[src/hw/rtl/lse_ram.sv]
// Generic single-port synchronous RAM with a registered read port.
// Self-contained; no package dependencies.
module lse_ram #(
  parameter int WIDTH = 32,
  parameter int DEPTH = 128
) (
  input  logic                     clk,
  input  logic                     we,
  input  logic [$clog2(DEPTH)-1:0] addr,
  input  logic [WIDTH-1:0]         wdata,
  output logic [WIDTH-1:0]         rdata
);

  logic [WIDTH-1:0] mem [DEPTH];

  always_ff @(posedge clk) begin
    if (we) begin
      mem[addr] <= wdata;
    end
    rdata <= mem[addr];
  end

endmodule

[config.mk]
export PLATFORM = sky130hd
export DESIGN_NAME = lse_ram
export DESIGN_NICKNAME = d
export VERILOG_FILES = /design/src/hw/rtl/lse_ram.sv
export SDC_FILE = /design/constraint.sdc
export NUM_CORES = 2
export LEC_CHECK = 0
export BUFFER_PORTS_ARGS = -buffer_cell sky130_fd_sc_hd__buf_2
export CORE_MARGIN = 4
export CORE_UTILIZATION = 30
export DETAILED_ROUTE_END_ITERATION = 10
export HOLD_SLACK_MARGIN = 0.05
export MAX_ROUTING_LAYER = met4
export PLACE_DENSITY_LB_ADDON = 0.1
export SLEW_MARGIN = 5
export SYNTH_ARGS = -nofsm -noshare
export SYNTH_HDL_FRONTEND = slang
export SYNTH_SLANG_ARGS = --single-unit
[constraint.sdc]
create_clock -name clk -period 6.05 [get_ports clk]
set_clock_uncertainty 0.15 [all_clocks]
set_input_delay 0.3025 -clock clk [delete_from_list [all_inputs] [get_ports clk]]
set_output_delay 0.3025 -clock clk [all_outputs]
set_load 0.01 [all_outputs]
==> summary.txt <==
Final-stage net count: 9393
Worst hold path type: primary input to register
Hold Path Cell Cnt: 2
Most common cell in the synthesized netlist: edfxtp_1
GRT Overall Usage: 25.4%
Total power: 0.0632 W
Synth cell count leaders: edfxtp_1 (4096), a221oi_1 (847), a22oi_1 (468), a21oi_1 (425)
DIE AREA: 536000 sq um
Initial Utilization: 30.2%
Max-slew violations: 1
Slew @ Worst Pin: 1.52 ns
Clock Sinks: 4128
DR pass1 iterations: 6
Sequential area share after synthesis: 78.6%
Yosys reg bits: 4128
Post-synth ARST share: 0%
Total CTS buffers: 459
Area delta synth->final: 17.6%
GP Congestion: 0.863
Htree depth: 5
FP Rows: 265
I/O Pins: 73
Worst r2r path cells: 5
Routed length per instance: 40.8 microns
Outcome: finished, violations left
Fmax: 0.212 GHz
Largest net degree at the start of global routing: 115
Largest area contributor in the netlist: edfxtp_1
Vias in the first global route: 92300
Max rail drop VDD: 0.000243 V
Gate Count Post-Synth: 8954
Routed WL: 684000 microns
Die Wd: 732 microns
CTS tree: yes
Core area: 522000 sq um
Global-route wire length before repair: 901000 microns
Post-DRT Antenna Nets: 0
WP data required: 6.79 ns
Dpl hpwl: 419000 microns
Initial drt markers: 14300
Final setup fails: 0
RSZ-0062 raised after global routing: no
Vias per cell: 5.82
Period utilization: 78.1%
Post-route core utilization: 35.5%
Yosys cell types: 76
Synth warnings: 0
CP Launch Type: primary input
IO Port Bufs: 72
GR Overflow Total: 0
Synthesized Nets: 8995
Crit end category: register
Mapped cell area: 157000 sq um
# fillers: 49000
Die H: 732 microns
LEAKAGE: 56.5 nW
Total negative slack: 0 ns
Initial antenna violation count: 86
Crit path kind: primary input to register
Max Cap Violations: 0
Clock transition at path regs: 0.06 ns
Syn Area/Cell: 17.6 sq um
Post-CTS setup buffer count: 0
Yosys top cell area share: 78.2%
Top post-synthesis cells by area: edfxtp_1 (78%), a221oi_1 (4.7%), a22oi_1 (2.2%), mux2_2 (2.0%), a21oi_1 (1.4%)
Layout cell share with drive strength beyond 1: 18.7%
Cell area power density: 342 nW/um^2
Crit path DAT: 5.47 ns
Post-route minimum period: 4.73 ns
Violated checks: max-slew violations
Synth Flop Type: edfxtp_1
Via count: 97500
Clk_lat worst skew: 1.04 ns
Final hold violation count: 0
Maximum fanout along the worst path: 51
Post-route DRC: 0
CTS root buf: clkbuf_16
CTS max path bufs: 4
Number of synthesized flops with an enable pin: 4096
Relative slew slack: -1.39%
[power breakdown]
part	switching (W)	internal, W	total, W	leakage (nW)
registers	0.000168	0.0316	0.0318	37.1
logic	0.00318	0.000985	0.00416	12.4
clock network	0.0118	0.0155	0.0273	7.09
[flip-flops by register name, indices dropped and copies added, names as in the netlist]
| name | flops |
|---|---|
| mem | 4096 |
| rdata | 32 |
[worst max-delay path, cell delays in order]
cell	delay [ns]
dlygate4sd3_1	0.57
buf_8	0.42
nor2b_4	0.41
buf_4	0.35
a221oi_1	0.62
o22ai_1	0.32
a221oi_1	0.83
o2111ai_1	0.60
or4_1	0.66
[metal layers]
layer	vias to the layer above	part of all wire (%)	global-route usage [%]
met5	-	0	-
met2	4900	45	38.5
met3	838	7.8	3.61
li1	38500	-	-
met4	0	3.2	7.20
met1	53200	44	35.7
[cell type report]
cell class | count | area, sq um | area share, %
inverters | 7 | 51.3 | 0.0277
clock buffers | 602 | 12400 | 6.70
well taps | 6942 | 8690 | 4.70
repair buffers | 664 | 6230 | 3.37
multi-input cells | 4092 | 31700 | 17.1
flip-flops and latches | 4128 | 124000 | 66.8
diodes | 70 | 175 | 0.0947
clock inverters | 247 | 2130 | 1.15
[worst paths after layout]
| path | startpoint | to | slack (ns) |
|---|---|---|---|
| worst min-delay path | wdata[23] | mem[88][23] | 0.15 |
| worst max register to register | mem[115][20] | rdata[20] | 2.33 |
| worst min register to register | mem[55][17] | rdata[17] | 0.66 |
| worst max-delay path | addr[1] | rdata[9] | 1.32 |
[stage by stage]
step                cells  hold slack, ns  setup WS, ns  instance area (sq um)
floorplan            8954           0.251         0.657                 157000
global placement    15800           0.553         0.937                 170000
detailed placement  15800           0.554         0.843                 170000
CTS                 16700          0.0599          1.58                 185000
global route        16700           0.132          1.51                 185000
finish              16800           0.147          1.32                 185000
[cell families (layout without fill, tap and decap cells)]
| logic type | Yosys count | in the layout | synth area share [%] |
|---|---|---|---|
| DFF | 4128 | 4128 | 78.6 |
| AOI/OAI and AO/OA | 2731 | 2731 | 12.8 |
| and+or+nand+nor | 885 | 885 | 2.73 |
| buffers and inverters | 734 | 1520 | 2.02 |
| muxes | 476 | 476 | 3.81 |
| other | 0 | 70 | 0 |
[repair_timing]
item | CTS | global route
resized for setup | 0 | 0
hold endpoints to repair | 2206 | 0
hold buffers | 36 | 0
[cell usage in the layout (no fill, tap or decap), types with 20 or more instances in the layout]
cell type      netlist  layout
nor2_4               0     128
clkbuf_8             0      29
mux2i_1            127     127
a22oi_1            468     468
mux2_2             277     277
nor2_1             290     160
edfxtp_1          4096    4096
diode_2              0      70
a211oi_1            43      43
a222oi_1            44      44
a21oi_1            425     425
nand2b_1            22      20
o22a_1              31      31
nand3b_1            31      31
nor2b_1            108     101
buf_12               0      89
nand3_1             27      27
nor3_1              43      40
buf_4               26     476
nand2_1            241     230
o21ai_0            324     312
clkinv_1             0     113
bufinv_16            0      26
clkinv_2             0      77
o221ai_1            49      48
o2bb2ai_1           25      25
a22o_1              43      43
o22ai_1            170     168
a221oi_1           847     847
buf_6                3      24
mux4_2              70      70
a221o_1             64      64
buf_2              239      36
clkbuf_1           324     110
dfxtp_1             32      32
dlygate4sd3_1        0      35
clkbuf_16            0     463
Note: power is estimated with default switching activity, not from simulation.
